File: src/rtl/scle_pkg.sv
// ----------------------------------------------------------------------------
// scle_pkg
// Shared types, codes and key tables for the scan code line editor.
// ----------------------------------------------------------------------------
package scle_pkg;

   // request opcodes
   localparam logic [1:0] OP_SCAN    = 2'd0;
   localparam logic [1:0] OP_COLLECT = 2'd1;
   localparam logic [1:0] OP_ARM     = 2'd2;

   // result kinds
   localparam logic [2:0] K_NONE     = 3'd0;
   localparam logic [2:0] K_CHAR     = 3'd1;
   localparam logic [2:0] K_BS       = 3'd2;
   localparam logic [2:0] K_NL       = 3'd3;
   localparam logic [2:0] K_SWITCH   = 3'd4;
   localparam logic [2:0] K_BYTE     = 3'd5;
   localparam logic [2:0] K_NOTREADY = 3'd6;
   localparam logic [2:0] K_EMPTY    = 3'd7;

   // set 1 scan codes
   localparam logic [7:0] SC_CTRL_DN   = 8'h1D;
   localparam logic [7:0] SC_CTRL_UP   = 8'h9D;
   localparam logic [7:0] SC_ALT_DN    = 8'h38;
   localparam logic [7:0] SC_ALT_UP    = 8'hB8;
   localparam logic [7:0] SC_LSHIFT_DN = 8'h2A;
   localparam logic [7:0] SC_RSHIFT_DN = 8'h36;
   localparam logic [7:0] SC_LSHIFT_UP = 8'hAA;
   localparam logic [7:0] SC_RSHIFT_UP = 8'hB6;
   localparam logic [7:0] SC_CAPS      = 8'h3A;
   localparam logic [7:0] SC_F1        = 8'h3B;
   localparam logic [7:0] SC_F3        = 8'h3D;
   localparam logic [7:0] SC_KEY_L     = 8'h26;
   localparam logic [7:0] SC_KEY_A     = 8'h1E;
   localparam logic [7:0] SC_KEY_C     = 8'h2E;
   localparam logic [7:0] SC_BKSP      = 8'h0E;
   localparam logic [7:0] SC_ENTER     = 8'h1C;
   localparam logic [7:0] SC_TAB       = 8'h0F;
   localparam logic [7:0] SC_UP        = 8'h48;
   localparam logic [7:0] SC_LEFT      = 8'h4B;
   localparam logic [7:0] SC_RIGHT     = 8'h4D;
   localparam logic [7:0] SC_DOWN      = 8'h50;

   // characters
   localparam logic [7:0] CH_LOW_A  = 8'h61;
   localparam logic [7:0] CH_LOW_Z  = 8'h7A;
   localparam logic [7:0] CH_UP_A   = 8'h41;
   localparam logic [7:0] CH_UP_Z   = 8'h5A;
   localparam logic [7:0] CH_NL     = 8'h0A;
   localparam logic [7:0] CH_SPACE  = 8'h20;
   localparam logic [7:0] CH_BS     = 8'h08;
   localparam logic [7:0] CH_CTRL_L = 8'h0C;
   localparam logic [7:0] CH_CTRL_A = 8'h01;
   localparam logic [7:0] CH_CTRL_C = 8'h03;
   localparam logic [7:0] CASE_GAP  = 8'h20;

   localparam int LEN_W   = 7;
   localparam int MAP_LEN = 60;

   localparam logic [7:0] LOWER_MAP [MAP_LEN] = '{
      8'h00, 8'h00, 8'h31, 8'h32, 8'h33, 8'h34, 8'h35, 8'h36,
      8'h37, 8'h38, 8'h39, 8'h30, 8'h2D, 8'h3D, 8'h08, 8'h09,
      8'h71, 8'h77, 8'h65, 8'h72, 8'h74, 8'h79, 8'h75, 8'h69,
      8'h6F, 8'h70, 8'h5B, 8'h5D, 8'h0D, 8'h11, 8'h61, 8'h73,
      8'h64, 8'h66, 8'h67, 8'h68, 8'h6A, 8'h6B, 8'h6C, 8'h3B,
      8'h27, 8'h60, 8'h10, 8'h5C, 8'h7A, 8'h78, 8'h63, 8'h76,
      8'h62, 8'h6E, 8'h6D, 8'h2C, 8'h2E, 8'h2F, 8'h10, 8'h00,
      8'h00, 8'h20, 8'h00, 8'h00};

   localparam logic [7:0] UPPER_MAP [MAP_LEN] = '{
      8'h00, 8'h00, 8'h21, 8'h40, 8'h23, 8'h24, 8'h25, 8'h5E,
      8'h26, 8'h2A, 8'h28, 8'h29, 8'h5F, 8'h2B, 8'h08, 8'h09,
      8'h71, 8'h77, 8'h65, 8'h72, 8'h74, 8'h79, 8'h75, 8'h69,
      8'h6F, 8'h70, 8'h7B, 8'h7D, 8'h0D, 8'h11, 8'h61, 8'h73,
      8'h64, 8'h66, 8'h67, 8'h68, 8'h6A, 8'h6B, 8'h6C, 8'h3A,
      8'h22, 8'h7E, 8'h10, 8'h7C, 8'h7A, 8'h78, 8'h63, 8'h76,
      8'h62, 8'h6E, 8'h6D, 8'h3C, 8'h3E, 8'h3F, 8'h10, 8'h00,
      8'h00, 8'h20, 8'h00, 8'h00};

   // classified request handed from front to back
   typedef struct packed {
      logic [1:0]       op;
      logic [7:0]       scan;
      logic [LEN_W-1:0] max_bytes;
      logic [7:0]       lower_ch;
      logic [7:0]       upper_ch;
   } scle_item_type;

   function automatic logic [7:0] lower_char(input logic [6:0] idx);
      logic [7:0] r;
      r = 8'h00;
      if (idx < 7'(MAP_LEN)) r = LOWER_MAP[idx[5:0]];
      return r;
   endfunction

   function automatic logic [7:0] upper_char(input logic [6:0] idx);
      logic [7:0] r;
      r = 8'h00;
      if (idx < 7'(MAP_LEN)) r = UPPER_MAP[idx[5:0]];
      return r;
   endfunction

endpackage

File: src/rtl/scan_code_line_editor.sv
// A scan byte passes the queue register, then the result register. The queue takes
// one request per cycle while it has room, the back end one scan byte per cycle
// while idle with the result register free; a full line adds a newline result, and
// a collect moves each byte through the store read register to the result register.
// Reset: synchronous, clears key state, line length and queue; store is not cleared.
// ----------------------------------------------------------------------------
// scan_code_line_editor
// Set 1 scan code decoder and line editor with a queued front and back end.
// ----------------------------------------------------------------------------
module scan_code_line_editor import scle_pkg::*; #(
   parameter int LINE_BYTES = 64,
   parameter int TABLE_KEYS = 89
) (
   input  logic                clock,
   input  logic                reset,
   input  logic                req_valid,
   output logic                req_ready,
   input  logic [1:0]          req_opcode,
   input  logic [7:0]          req_scan_code,
   input  logic [LEN_W-1:0]    req_max_bytes,
   output logic                rsp_valid,
   input  logic                rsp_ready,
   output logic [2:0]          rsp_kind,
   output logic [7:0]          rsp_char_out,
   output logic [1:0]          rsp_terminal,
   output logic                rsp_line_done,
   output logic [LEN_W-1:0]    rsp_char_count,
   output logic                rsp_last
);

   logic          q_valid, q_pop;
   scle_item_type q_item;

   scle_front #(.TABLE_KEYS(TABLE_KEYS)) u_front (
      .clock, .reset, .req_valid, .req_ready, .req_opcode, .req_scan_code,
      .req_max_bytes, .q_valid, .q_item, .q_pop
   );

   scle_back #(.LINE_BYTES(LINE_BYTES)) u_back (
      .clock, .reset, .q_valid, .q_item, .q_pop, .rsp_valid, .rsp_ready,
      .rsp_kind, .rsp_char_out, .rsp_terminal, .rsp_line_done,
      .rsp_char_count, .rsp_last
   );

   // line length never passes the store size
   a_count_bound: assert property (@(posedge clock) disable iff (reset)
      rsp_valid |-> rsp_char_count <= LEN_W'(LINE_BYTES))
      else $error("char count beyond line store");

   // only a switch result carries a terminal index
   a_term_only_switch: assert property (@(posedge clock) disable iff (reset)
      (rsp_valid && rsp_kind != K_SWITCH) |-> rsp_terminal == 2'd0)
      else $error("terminal index on non switch result");

   // line bytes report a cleared line
   a_byte_clears: assert property (@(posedge clock) disable iff (reset)
      (rsp_valid && rsp_kind == K_BYTE) |-> (rsp_char_count == '0 && !rsp_line_done))
      else $error("line byte with live line state");

endmodule

File: src/rtl/scle_front.sv
// ----------------------------------------------------------------------------
// scle_front
// Accepts requests, looks up both key tables and queues them for the back end.
// ----------------------------------------------------------------------------
module scle_front import scle_pkg::*; #(
   parameter int TABLE_KEYS = 89
) (
   input  logic                clock,
   input  logic                reset,
   input  logic                req_valid,
   output logic                req_ready,
   input  logic [1:0]          req_opcode,
   input  logic [7:0]          req_scan_code,
   input  logic [LEN_W-1:0]    req_max_bytes,
   output logic                q_valid,
   output scle_item_type       q_item,
   input  logic                q_pop
);

   scle_item_type ent_ff [2];
   scle_item_type ent_in [2];
   logic [1:0]    cnt_ff, cnt_in;
   scle_item_type new_item;
   logic          push, in_table;

   // classify the incoming request
   always_comb begin
      in_table          = {1'b0, req_scan_code} < 9'(TABLE_KEYS);
      new_item.op        = req_opcode;
      new_item.scan      = req_scan_code;
      new_item.max_bytes = req_max_bytes;
      new_item.lower_ch  = in_table ? lower_char(req_scan_code[6:0]) : 8'h00;
      new_item.upper_ch  = in_table ? upper_char(req_scan_code[6:0]) : 8'h00;
   end

   assign req_ready = cnt_ff != 2'd2;
   assign push      = req_valid && req_ready;
   assign q_valid   = cnt_ff != 2'd0;
   assign q_item    = ent_ff[0];

   // two entry queue, head in slot 0
   always_comb begin
      ent_in[0] = ent_ff[0];
      ent_in[1] = ent_ff[1];
      cnt_in    = cnt_ff;
      if (q_pop && q_valid) begin
         ent_in[0] = ent_ff[1];
         cnt_in    = cnt_in - 2'd1;
      end
      if (push) begin
         if (cnt_in == 2'd0) ent_in[0] = new_item;
         else ent_in[1] = new_item;
         cnt_in = cnt_in + 2'd1;
      end
   end

   always_ff @(posedge clock) begin
      ent_ff[0] <= ent_in[0];
      ent_ff[1] <= ent_in[1];
      if (reset) cnt_ff <= 2'd0;
      else cnt_ff <= cnt_in;
   end

endmodule

File: src/rtl/scle_back.sv
// ----------------------------------------------------------------------------
// scle_back
// Carries out queued requests: key state, line store and result register.
// ----------------------------------------------------------------------------
module scle_back import scle_pkg::*; #(
   parameter int LINE_BYTES = 64
) (
   input  logic                clock,
   input  logic                reset,
   input  logic                q_valid,
   input  scle_item_type       q_item,
   output logic                q_pop,
   output logic                rsp_valid,
   input  logic                rsp_ready,
   output logic [2:0]          rsp_kind,
   output logic [7:0]          rsp_char_out,
   output logic [1:0]          rsp_terminal,
   output logic                rsp_line_done,
   output logic [LEN_W-1:0]    rsp_char_count,
   output logic                rsp_last
);

   localparam int AW = $clog2(LINE_BYTES);
   localparam logic [LEN_W-1:0] FULL_LEN = LEN_W'(LINE_BYTES);
   localparam logic [LEN_W-1:0] NEAR_FULL = LEN_W'(LINE_BYTES - 2);

   localparam logic [1:0] ST_IDLE = 2'd0;
   localparam logic [1:0] ST_FULL = 2'd1;
   localparam logic [1:0] ST_READ = 2'd2;
   localparam logic [1:0] ST_SEND = 2'd3;

   logic [1:0]       state_ff, state_in;
   logic             lshift_ff, lshift_in, rshift_ff, rshift_in, caps_ff, caps_in;
   logic             ctrl_ff, ctrl_in, alt_ff, alt_in;
   logic [LEN_W-1:0] len_ff, len_in, idx_ff, idx_in, size_ff, size_in;
   logic             ready_ff, ready_in, armed_ff, armed_in;
   logic [7:0]       mem [LINE_BYTES];
   logic [7:0]       rd_data_ff;

   logic             out_valid_ff, out_valid_in;
   logic [2:0]       out_kind_ff, out_kind_in;
   logic [7:0]       out_char_ff, out_char_in;
   logic [1:0]       out_term_ff, out_term_in;
   logic             out_done_ff, out_done_in, out_last_ff, out_last_in;
   logic [LEN_W-1:0] out_count_ff, out_count_in;

   logic             out_free, load, emit, pend, take;
   logic             wr_en, shift, is_cursor;
   logic [AW-1:0]    wr_addr;
   logic [7:0]       wr_data, ch, s;
   logic [LEN_W-1:0] csize;

   assign out_free = !out_valid_ff || rsp_ready;
   assign take     = (state_ff == ST_IDLE) && q_valid && out_free;
   assign q_pop    = take;
   assign s        = q_item.scan;

   // main step logic
   always_comb begin
      state_in = state_ff;
      lshift_in = lshift_ff; rshift_in = rshift_ff; caps_in = caps_ff;
      ctrl_in = ctrl_ff; alt_in = alt_ff;
      len_in = len_ff; ready_in = ready_ff; armed_in = armed_ff;
      idx_in = idx_ff; size_in = size_ff;
      wr_en = 1'b0; wr_addr = len_ff[AW-1:0]; wr_data = 8'h00;
      emit = 1'b0; pend = 1'b0; load = 1'b0;
      out_kind_in = K_NONE; out_char_in = 8'h00; out_term_in = 2'd0;
      out_done_in = out_done_ff; out_count_in = out_count_ff; out_last_in = 1'b1;
      shift = lshift_ff || rshift_ff;
      ch = q_item.lower_ch;
      is_cursor = (s == SC_UP) || (s == SC_LEFT) || (s == SC_RIGHT) || (s == SC_DOWN);
      csize = (len_ff < q_item.max_bytes) ? len_ff : q_item.max_bytes;
      case (state_ff)
         ST_IDLE: begin
            if (take) begin
               load = 1'b1;
               case (q_item.op)
                  OP_SCAN: begin
                     if (s == SC_CTRL_DN) ctrl_in = 1'b1;
                     else if (s == SC_CTRL_UP) ctrl_in = 1'b0;
                     else if (s == SC_ALT_DN) alt_in = 1'b1;
                     else if (s == SC_ALT_UP) alt_in = 1'b0;
                     else if (s == SC_LSHIFT_DN) lshift_in = 1'b1;
                     else if (s == SC_RSHIFT_DN) rshift_in = 1'b1;
                     else if (s == SC_LSHIFT_UP) lshift_in = 1'b0;
                     else if (s == SC_RSHIFT_UP) rshift_in = 1'b0;
                     else if (s == SC_CAPS) caps_in = !caps_ff;
                     else if (alt_ff && s >= SC_F1 && s <= SC_F3) begin
                        emit = 1'b1;
                        out_kind_in = K_SWITCH;
                        out_term_in = 2'(s - SC_F1);
                     end else if (armed_ff && ctrl_ff) begin
                        // control codes replace the line
                        if (s == SC_KEY_L || s == SC_KEY_A || s == SC_KEY_C) begin
                           wr_en = 1'b1;
                           wr_addr = '0;
                           wr_data = (s == SC_KEY_L) ? CH_CTRL_L :
                                     (s == SC_KEY_A) ? CH_CTRL_A : CH_CTRL_C;
                           len_in = LEN_W'(1);
                           ready_in = 1'b1;
                        end
                     end else if (s[7]) begin
                        ready_in = ready_ff;
                     end else if (s == SC_BKSP) begin
                        if (len_ff != '0 && armed_ff) begin
                           len_in = len_ff - LEN_W'(1);
                           emit = 1'b1;
                           out_kind_in = K_BS;
                           out_char_in = CH_BS;
                        end
                     end else if (s == SC_ENTER) begin
                        if (armed_ff && len_ff < FULL_LEN) begin
                           wr_en = 1'b1;
                           wr_data = CH_NL;
                           len_in = len_ff + LEN_W'(1);
                        end
                        ready_in = 1'b1;
                        emit = 1'b1;
                        out_kind_in = K_NL;
                        out_char_in = CH_NL;
                     end else begin
                        // shift and caps rules
                        if ((caps_ff != shift) && ch >= CH_LOW_A && ch <= CH_LOW_Z)
                           ch = ch - CASE_GAP;
                        if (shift && !(ch >= CH_UP_A && ch <= CH_UP_Z)
                            && !(ch >= CH_LOW_A && ch <= CH_LOW_Z))
                           ch = q_item.upper_ch;
                        if (s == SC_TAB) ch = CH_SPACE;
                        if (s == SC_TAB || (ch != 8'h00 && !is_cursor)) begin
                           if (armed_ff && len_ff < FULL_LEN) begin
                              wr_en = 1'b1;
                              wr_data = ch;
                              len_in = len_ff + LEN_W'(1);
                           end
                           emit = 1'b1;
                           out_kind_in = K_CHAR;
                           out_char_in = ch;
                        end
                        if (len_in == NEAR_FULL) pend = 1'b1;
                     end
                  end
                  OP_COLLECT: begin
                     if (!(armed_ff && ready_ff)) begin
                        emit = 1'b1;
                        out_kind_in = K_NOTREADY;
                     end else if (csize == '0) begin
                        emit = 1'b1;
                        out_kind_in = K_EMPTY;
                        len_in = '0; ready_in = 1'b0; armed_in = 1'b0;
                     end else begin
                        load = 1'b0;
                        idx_in = '0;
                        size_in = csize;
                        state_in = ST_READ;
                     end
                  end
                  OP_ARM: begin
                     armed_in = 1'b1;
                     ready_in = 1'b0;
                  end
                  default: begin
                     armed_in = armed_ff;
                  end
               endcase
               // full line newline follows in its own cycle
               if (pend) begin
                  state_in = ST_FULL;
                  load = emit;
                  out_done_in = 1'b1;
                  out_count_in = len_in + LEN_W'(1);
                  out_last_in = 1'b0;
               end else begin
                  out_done_in = ready_in;
                  out_count_in = len_in;
               end
            end
         end
         ST_FULL: begin
            if (out_free) begin
               load = 1'b1;
               wr_en = 1'b1;
               wr_data = CH_NL;
               len_in = len_ff + LEN_W'(1);
               ready_in = 1'b1;
               out_kind_in = K_NL;
               out_char_in = CH_NL;
               out_done_in = 1'b1;
               out_count_in = len_in;
               state_in = ST_IDLE;
            end
         end
         ST_READ: state_in = ST_SEND;
         ST_SEND: begin
            if (out_free) begin
               load = 1'b1;
               out_kind_in = K_BYTE;
               out_char_in = rd_data_ff;
               out_done_in = 1'b0;
               out_count_in = '0;
               out_last_in = idx_ff == size_ff - LEN_W'(1);
               idx_in = idx_ff + LEN_W'(1);
               if (out_last_in) begin
                  len_in = '0; ready_in = 1'b0; armed_in = 1'b0;
                  state_in = ST_IDLE;
               end else begin
                  state_in = ST_READ;
               end
            end
         end
         default: state_in = ST_IDLE;
      endcase
      out_valid_in = load ? 1'b1 : (out_valid_ff && !rsp_ready);
   end

   // line store
   always_ff @(posedge clock) begin
      if (wr_en) mem[wr_addr] <= wr_data;
      rd_data_ff <= mem[idx_ff[AW-1:0]];
   end

   // result register
   always_ff @(posedge clock) begin
      if (load) begin
         out_kind_ff  <= out_kind_in;
         out_char_ff  <= out_char_in;
         out_term_ff  <= out_term_in;
         out_done_ff  <= out_done_in;
         out_count_ff <= out_count_in;
         out_last_ff  <= out_last_in;
      end
      idx_ff  <= idx_in;
      size_ff <= size_in;
   end

   // control state
   always_ff @(posedge clock) begin
      if (reset) begin
         state_ff <= ST_IDLE;
         lshift_ff <= 1'b0; rshift_ff <= 1'b0; caps_ff <= 1'b0;
         ctrl_ff <= 1'b0; alt_ff <= 1'b0;
         len_ff <= '0; ready_ff <= 1'b0; armed_ff <= 1'b0;
         out_valid_ff <= 1'b0;
      end else begin
         state_ff <= state_in;
         lshift_ff <= lshift_in; rshift_ff <= rshift_in; caps_ff <= caps_in;
         ctrl_ff <= ctrl_in; alt_ff <= alt_in;
         len_ff <= len_in; ready_ff <= ready_in; armed_ff <= armed_in;
         out_valid_ff <= out_valid_in;
      end
   end

   assign rsp_valid      = out_valid_ff;
   assign rsp_kind       = out_kind_ff;
   assign rsp_char_out   = out_char_ff;
   assign rsp_terminal   = out_term_ff;
   assign rsp_line_done  = out_done_ff;
   assign rsp_char_count = out_count_ff;
   assign rsp_last       = out_last_ff;

endmodule

File: config.mk
export PLATFORM = sky130hd
export DESIGN_NAME = scan_code_line_editor
export DESIGN_NICKNAME = d
export VERILOG_FILES = /design/src/rtl/scle_pkg.sv /design/src/rtl/scan_code_line_editor.sv /design/src/rtl/scle_front.sv /design/src/rtl/scle_back.sv
export SDC_FILE = /design/constraint.sdc
export NUM_CORES = 1
export LEC_CHECK = 0
export ABC_AREA = 0
export CAP_MARGIN = 20
export CELL_PAD_IN_SITES_DETAIL_PLACEMENT = 2
export CELL_PAD_IN_SITES_GLOBAL_PLACEMENT = 2
export CORE_UTILIZATION = 44
export DETAILED_ROUTE_END_ITERATION = 6
export DONT_BUFFER_PORTS = 1
export PLACE_DENSITY_LB_ADDON = 0.05
export SYNTH_ARGS = -nofsm -noshare
export SYNTH_HDL_FRONTEND = slang
export SYNTH_SLANG_ARGS = --single-unit
export TNS_END_PERCENT = 30
File: constraint.sdc
create_clock -name clock -period 8.9 [get_ports clock]
set_input_delay 1.335 -clock clock [delete_from_list [all_inputs] [get_ports clock]]
set_output_delay 1.335 -clock clock [all_outputs]
set_load 0.005 [all_outputs]
==> results.md, run 1 <==
- Layer with the highest usage: met2
- Netlist Area Pre-Place: between 20000 and 30000 um^2
- CTS root buf: clkbuf_16
- Final Slew Violations: 0
- TritonCTS clock tree: built
- DPL Wire Length: 58500 um
- Final setup viols: 0
- Postcts setup bufs: 0
- Total core area: 63500 um^2
- DR vias/cell: 6.30
- Post-layout min period: ~5700 ps
- Die H: 257 um
- WP buf/inv: 2
- Total CTS buffers: slightly below 70
- Clock group share of total power: 0.341
- Sequential-to-total area share from yosys stat: 0.652
- Clock sinks: 639
- GPL Wtd Cong: 0.831
- Worst hold path type: reg -> reg
- Post-synth top area share: 0.610
- Net count after synthesis: between 1500 and 2000
- Crit Path Class: reg -> reg
- F_max: 177 MHz
- Crit-path max FO: 15
- GRT met3 Usage: 0.0337
- Drt total wl: 90000 um
- LEAKAGE: 11.1 nW
- Setup TNS: 0 ps
- Clock transition at the registers of the reported paths: 60 ps
- DRT iter0 DRCs: roughly 1500
- Rel. slew slack: 0.211
- H-tree depth: 3
- I/O pin cnt: 45
- Met1 usage: 0.388
- RSZ-0062 raised after global routing: no
- GRT met2 Usage: 0.454
- Worst-Margin Slew: 1170 ps
- Number of global-route vias before repair: 18823
- Internal cell power: 5.62 mW
- Compound-Gate Fraction of Synth Area: 0.0699
- Max-cap violations: 0
- Net Sw Power: ~2.5 mW
- Placed Instances: about 2600
- Mux share of post-synthesis cell area: 0.141
- Maximum VDD drop: 0.212 mV
- Worst skew pair latency: 610 ps
- Required @ worst endpoint: 9120 ps
- Adder-cell share of the synthesized area: 0.0171
- Antenna diodes: 0
- Row Count: 92
- Largest net degree at the start of global routing: 114
- Layout cells sized above 1: 0.201
- Nets: 1973
- Mapped Cells: roughly 1900
- Avg Inst Size Synth: 15.2 um^2
- Initial antenna violation count: 0
- Resized cells post-CTS: 0
- Pwr Density: 254 nW/um^2
- Clock Tree Buf Depth: 3
- WP data arrival: about 5900 ps
- First-pass GRT wire length: 132000 um
- EDFF count, synth: 579
- # DRC: 0
- Crit path max-delay family: simple AND/OR/NAND/NOR gates
- Switching part of the total: 0.307
- Yosys warns: 0
- Combinational fraction of design power: 0.200
- Post-synth top area cell: edfxtp_1
- Final period utilization: 0.636
- Input/output buffers: 0
- FF+latch count, synth: 639
- Hold Buf Count CTS: 0
- Main synth FF type: edfxtp_1
- Status: completed
- DIE AREA: 65800 um^2
- Slowest CP cell: nor3_1
- Clock Skews: roughly 19 ps
- Die Span X: 257 um
- XOR/XNOR share of the synthesized area: 0.00799
- Startpoint Class: flop
- DR WL/cell: 32.0 um
- Area Overhead vs Synth: 12.1%
- Largest family of logic cells by synthesized area: multiplexers
- GRT Residual Overflow: 0
- Pre-antenna DRT Iters: 5
- Endpoints failing hold: 0
- Synth async-reset ratio: 0
- GRT Overall Usage: 0.275
- Crit-path cells: inv_1 > ha_1 > nand2_1 > nor4b_1 > nor4_1 > buf_4 > and2_1 > nand3_1 > nand4_1 > nor3_1
- Sequential power share: 0.459
- Vias: 17702
- Simple-Gate Fraction of Synth Area: 0.0905
- CP peak stage delay: approximately 1300 ps
- Synth top area cells: edfxtp_1 61%, mux4_2 13%, dfxtp_1 4.2%, nand2_1 1.9%, nor2_1 1.7%
- Post-Layout Cell Count: roughly 2800
- Initial core utilization: 0.449
- Filler cell count: 5840
- Worst setup EP type: flop
- Post-synth cell types: 78
- Post-route ant nets: 0
state kept, by name (all words and copies together), names as in the netlist, 3 cells and up:
name,flops
u_back.mem,512
u_back.idx_ff,7
u_front.ent_ff,64
u_back.len_ff,7
u_back.size_ff,7
u_back.rsp_kind,3
u_back.rsp_char_out,8
u_back.rd_data_ff,8
u_back.rsp_char_count,7
power by group through the flow:
| stage | Clock (mW) | Sequential (mW) | Combinational (mW) |
|---|---|---|---|
| after floorplan | 0 | 3.65 | 1.16 |
| after global placement | 0 | 3.77 | 1.56 |
| after detailed placement | 0 | 3.78 | 1.61 |
| after CTS | 2.81 | 3.72 | 1.64 |
| after global routing | 2.89 | 3.75 | 1.78 |
| final | 2.76 | 3.72 | 1.62 |
tightest hold or removal path: cells and delay by family, from the launching register on:
family | cells | cell delay, ps
AND/OR/NAND/NOR | 1 | 60
AO/OA/AOI/OAI | 1 | 70
flip-flops | 1 | 320
metal layers:
| metal | wire length, um | vias to the layer above |
|---|---|---|
| met4 | 2080 | 0 |
| met5 | 0 | - |
| li1 | - | 7530 |
| met1 | 39600 | 9522 |
| met3 | 4260 | 123 |
| met2 | 44100 | 527 |
cell usage after synthesis, types with 5 or more instances:
master / n
o22ai_1: 8
nand2_1: 142
o21a_1: 6
a211oi_1: 8
buf_1: 23
buf_2: 14
edfxtp_1: 579
nor3_1: 71
a22oi_1: 9
o31ai_1: 10
mux4_2: 169
nand3_1: 33
and2_1: 14
ha_1: 39
o211ai_1: 17
nor2b_1: 18
o21bai_1: 5
mux2i_1: 15
mux2_2: 5
nand2b_1: 22
a21o_1: 7
a211o_1: 6
xnor2_1: 13
inv_1: 37
a31oi_1: 52
nand4_1: 12
and3_1: 19
a21oi_1: 54
nor2_1: 131
or3_1: 11
o21ai_0: 57
or2_2: 6
clkbuf_1: 81
dfxtp_1: 60
nor4_1: 26
xor2_1: 13
worst paths after layout:
kind                            slack (ps)                   from  cells past startpoint                     to
worst max-delay path                  3240  u_front.ent_ff[0][23]                     10      u_back.mem[61][2]
worst min-delay path                   500  u_front.ent_ff[0][21]                      2  u_front.ent_ff[0][21]
worst max register to register        3240  u_front.ent_ff[0][23]                     10      u_back.mem[61][2]
worst min register to register         500  u_front.ent_ff[0][21]                      2  u_front.ent_ff[0][21]
logic make-up after synthesis:
family | count (synthesis)
compound gates | 294
xor+xnor | 26
fa+ha+maj | 39
buf+inv | 159
flops | 639
mux | 189
simple gates | 533
through the flow:
step	utilization	area, um^2	total power, mW	hold slack (ps)	setup slack, ps
detailed placement	0.465	29500	5.39	497	2620
global route	0.503	31900	8.42	519	2830
finish	0.503	31900	8.10	501	3240
CTS	0.498	31700	8.17	506	2990
floorplan	-	28500	4.81	458	1890
global placement	0.465	29500	5.33	482	2990
final cells by class:
type	count	area, um^2	area share
clock buffer	88	1850	0.0579
clock inverter	32	267	0.00834
inverter	41	154	0.00482
multi-input combinational	1081	9450	0.296
sequential	639	18600	0.582
tap	846	1060	0.0331
timing repair buffer	82	576	0.0180
cell usage in the layout (no fill, tap or decap), types with 39 or more instances in the layout:
cell	n
o21ai_0	55
mux4_2	169
nor3_1	69
clkbuf_16	70
a21oi_1	52
buf_4	43
ha_1	39
edfxtp_1	579
nor2_1	129
a31oi_1	52
dfxtp_1	60
nand2_1	142
(Power assumes the default switching activity.)
==> run 2: changes to the inputs <==
--- a/config.mk
+++ b/config.mk
@@ -5,11 +5,11 @@
 export SDC_FILE = /design/constraint.sdc
 export NUM_CORES = 1
 export LEC_CHECK = 0
-export ABC_AREA = 0
+export ABC_AREA = 1
 export CAP_MARGIN = 20
 export CELL_PAD_IN_SITES_DETAIL_PLACEMENT = 2
 export CELL_PAD_IN_SITES_GLOBAL_PLACEMENT = 2
-export CORE_UTILIZATION = 44
+export CORE_UTILIZATION = 39
 export DETAILED_ROUTE_END_ITERATION = 6
 export DONT_BUFFER_PORTS = 1
 export PLACE_DENSITY_LB_ADDON = 0.05
==> constraint.sdc (replaced) <==
create_clock -name clock -period 5 [get_ports clock]
set_input_delay 0.75 -clock clock [delete_from_list [all_inputs] [get_ports clock]]
set_output_delay 0.75 -clock clock [all_outputs]
set_load 0.005 [all_outputs]
==> run 2 against run 1 <==
Cell count increased by 33%. Synthesized cell count increased by 44%. Clock power increased by 97%. Count of clock-buffer cells in the layout increased by 12. Setup slack got worse by 2800 ps. Clock skew increased by 15 ps. Sequential power increased by 78%. Via count increased by 22%. First-iteration DRC count decreased by 14%. Register-to-register slack got worse by 2800 ps. Critical path depth increased by 7. Die area increased by 13%. Highest routed layer unchanged.
==> results.md, run 2 <==
- Post-synth top area cell: edfxtp_1
- Largest Register: u_back.mem
- Worst hold path type: in -> reg
- Largest net degree at the start of global routing: 176 (+54%)
- Reg area: 18600 um^2 (unchanged)
- Power Total: 14.9 mW (+84%)
- Net Sw Power: 4.66 mW (+87%)
- Synth async-reset ratio: 0 (unchanged)
- Mapped Cells: 2707 (+44%)
- GRT Overall Usage: 0.269 (-0.00509)
- Resized cells post-CTS: 0 (unchanged)
- Startpoint Class: flop
- CTS root buf: clkbuf_16
- First-pass GRT wire length: 151000 um (+14%)
- GPL Wtd Cong: 0.866 (+4.2%)
- LEAKAGE: 10.7 nW (-4.0%)
- Post-layout min period: 4560 ps (-1090 ps)
- Placed Instances: 3595 (+36%)
- Clock group share of total power: 0.365 (+0.024)
- Status: completed
- F_max: 219 MHz (+24%)
- DR WL/cell: 26.8 um (-16%)
- Met3 WL: 3230 um (-24%)
- Max-cap violations: 0 (unchanged)
- Final setup viols: 0 (unchanged)
- Nets: 2772 (+40%)
- Clock transition at the registers of the reported paths: 60 ps (about the same)
- Worst-Margin Slew: 1050 ps (-128 ps)
- I/O pin cnt: 45 (unchanged)
- Clock sinks: 639 (unchanged)
- Largest register FFs: 512 (unchanged)
- Multi-input logic area: 8930 um^2 (-5.5%)
- DIE AREA: 74600 um^2 (+13%)
- Area Overhead vs Synth: 13.2%
- WP data arrival: 4820 ps (-1060 ps)
- Crit Path Class: reg -> reg
- Hold Buf Count CTS: 0 (unchanged)
- GRT Residual Overflow: 0 (unchanged)
- Clock Tree Buf Depth: 3 (unchanged)
- Post-synth cell types: 59 (-24%)
- Top cells by count, synth: 579 x edfxtp_1, 467 x nor2_1, 360 x o21ai_0
- Post-Layout Cell Count: 3729 (+33%)
- Sequential-to-total area share from yosys stat: 0.648 (-0.00393)
- WL met2: 50500 um (+15%)
- Die Span X: 273 um (+6.5%)
- Netlist Area Pre-Place: 28700 um^2 (+0.61%)
- Sequential power share: 0.443 (-0.016)
- Initial antenna violation count: 1 (+1)
- Largest registers: u_back.mem: 512 flops, u_front.ent_ff: 64 flops
- TritonCTS clock tree: built
- DRT iter0 DRCs: 1326 (-14%)
- Final Slew Violations: 0 (unchanged)
- Net count after synthesis: 2767 (+43%)
- Worst skew pair latency: 630 ps (+20 ps)
- Final instance area: 32400 um^2 (+1.6%)
- Post-synth top area share: 0.606 (-0.00367)
- Pwr Density: 461 nW/um^2 (+82%)
- DPL Wire Length: 65300 um (+12%)
- DP Area: 30000 um^2 (+1.6%)
- Row Count: 99 (+7.6%)
- Number of global-route vias before repair: 23816 (+27%)
- Input/output buffers: 0 (unchanged)
- Initial core utilization: 0.394 (-0.0549)
- Crit-path max FO: 14 (-1)
- Clock Skews: 34.2 ps (+14.8 ps)
- Synth top area cells: edfxtp_1 61%, o21ai_0 6.3%, nor2_1 6.1%, nand2_1 4.4%, dfxtp_1 4.2%
- Pre-antenna DRT Iters: 5 (unchanged)
- Total CTS buffers: 74 (+8.8%)
- Most frequent cells in the layout: 579 x edfxtp_1, 461 x nor2_1, 359 x o21ai_0, 338 x nand2_1, 156 x inv_1
- Internal cell power: 10.3 mW (+83%)
- Post-route ant nets: 0 (unchanged)
- EDFF count, synth: 579 (unchanged)
- Rel. slew slack: 0.302 (+0.0904)
- Max layer used: met4
- Vias: 21523 (+22%)
- Commonest non-fill, non-tap cell in the layout: edfxtp_1
- Maximum VDD drop: 0.431 mV (+100%)
- Required @ worst endpoint: 5260 ps (-3860 ps)
- Filler cell count: 7493 (+28%)
- Final core occ: 0.446 (-0.0572)
- Switching part of the total: 0.312 (+0.00478)
- Avg Inst Size Synth: 10.6 um^2 (-30%)
- Final period utilization: 0.913 (+0.277)
- Postcts setup bufs: 0 (unchanged)
- Endpoints failing hold: 0 (unchanged)
- Worst setup EP type: flop
- # DRC: 0 (unchanged)
- Combinational fraction of design power: 0.193 (-0.007)
- Die H: 273 um (+6.5%)
- Total core area: 72800 um^2 (+15%)
- Yosys warns: 0 (unchanged)
- RSZ-0062 raised after global routing: no
- H-tree depth: 3 (unchanged)
- Drt total wl: 100000 um (+11%)
- Main synth FF type: edfxtp_1
- Setup TNS: 0 ps (unchanged)
- Layout cells sized above 1: 0.0863 (-0.114)
- Wl on met1: 42900 um (+8.4%)
- DR vias/cell: 5.77 (-8.4%)
- Antenna diodes: 0 (unchanged)
- FF+latch count, synth: 639 (unchanged)
- Top-count cell post-synth: edfxtp_1
## run 2: final cells by class
cell class / instances / area share
Clock buffer: 100 / 0.0636
Timing Repair Buffer: 79 / 0.0202
Clock inverter: 34 / 0.0110
Tap cell: 959 / 0.0370
Sequential cell: 639 / 0.573
Inverter: 173 / 0.0202
Multi-Input combinational cell: 1745 / 0.275
## run 2: routing by layer
layer / vias up / global-route usage
met5: - / 0
met4: 0 / 0.0938
met3: 173 / 0.0333
met2: 403 / 0.469
met1: 11200 / 0.344
li1: 9747 / -
## run 2: final timing paths
check	slack, ps	cells after the start	start	end
max	440	17	u_back.len_ff[0]	u_back.rsp_char_count[2]
min	190	1	reset	u_back.state_ff[1]
max reg2reg	440	17	u_back.len_ff[0]	u_back.rsp_char_count[2]
min reg2reg	480	2	u_front.ent_ff[0][7]	u_front.ent_ff[0][7]
## run 2: critical path, stage by stage (launching register included)
cell      delay [ps]
dfxtp_1          900
inv_2            400
nand2_1          150
nand3_1           70
nand2_1           60
nand4_1           70
o211ai_1         390
o21ai_0          280
nor4_1           290
and2_1           290
inv_1             90
nand2_1          100
nand2_1          100
nand3_1          110
nand2_1           60
nand2_1           70
nand2_1          100
nor2_1           630
## run 2: kinds of logic after synthesis
logic type	after synthesis	synth area share
simple gates	999	0.145
compound gates	692	0.142
flops	639	0.648
buf+inv	323	0.0437
fa+ha+maj	39	0.0170
xor+xnor	13	0.00397
mux	2	0.000698
## run 2: power by group through the flow
| stage | Sequential, mW | Combinational (mW) | Clock, mW |
|---|---|---|---|
| 3_5_place_dp | 6.73 | 2.90 | 0 |
| 2_1_floorplan | 6.54 | 1.97 | 0 |
| 4_1_cts | 6.63 | 2.94 | 5.57 |
| 5_1_grt | 6.66 | 3.23 | 5.73 |
| 3_3_place_gp | 6.71 | 2.82 | 0 |
| 6_report | 6.61 | 2.88 | 5.45 |
## run 2: metrics by stage
| stage | worst slack, ps | hold WS [ps] |
|---|---|---|
| after global placement | 453 | 480 |
| after detailed placement | 339 | 483 |
| after CTS | 339 | 149 |
| after global routing | 57.3 | 173 |
| after floorplan | -261 | 424 |
| final | 436 | 188 |
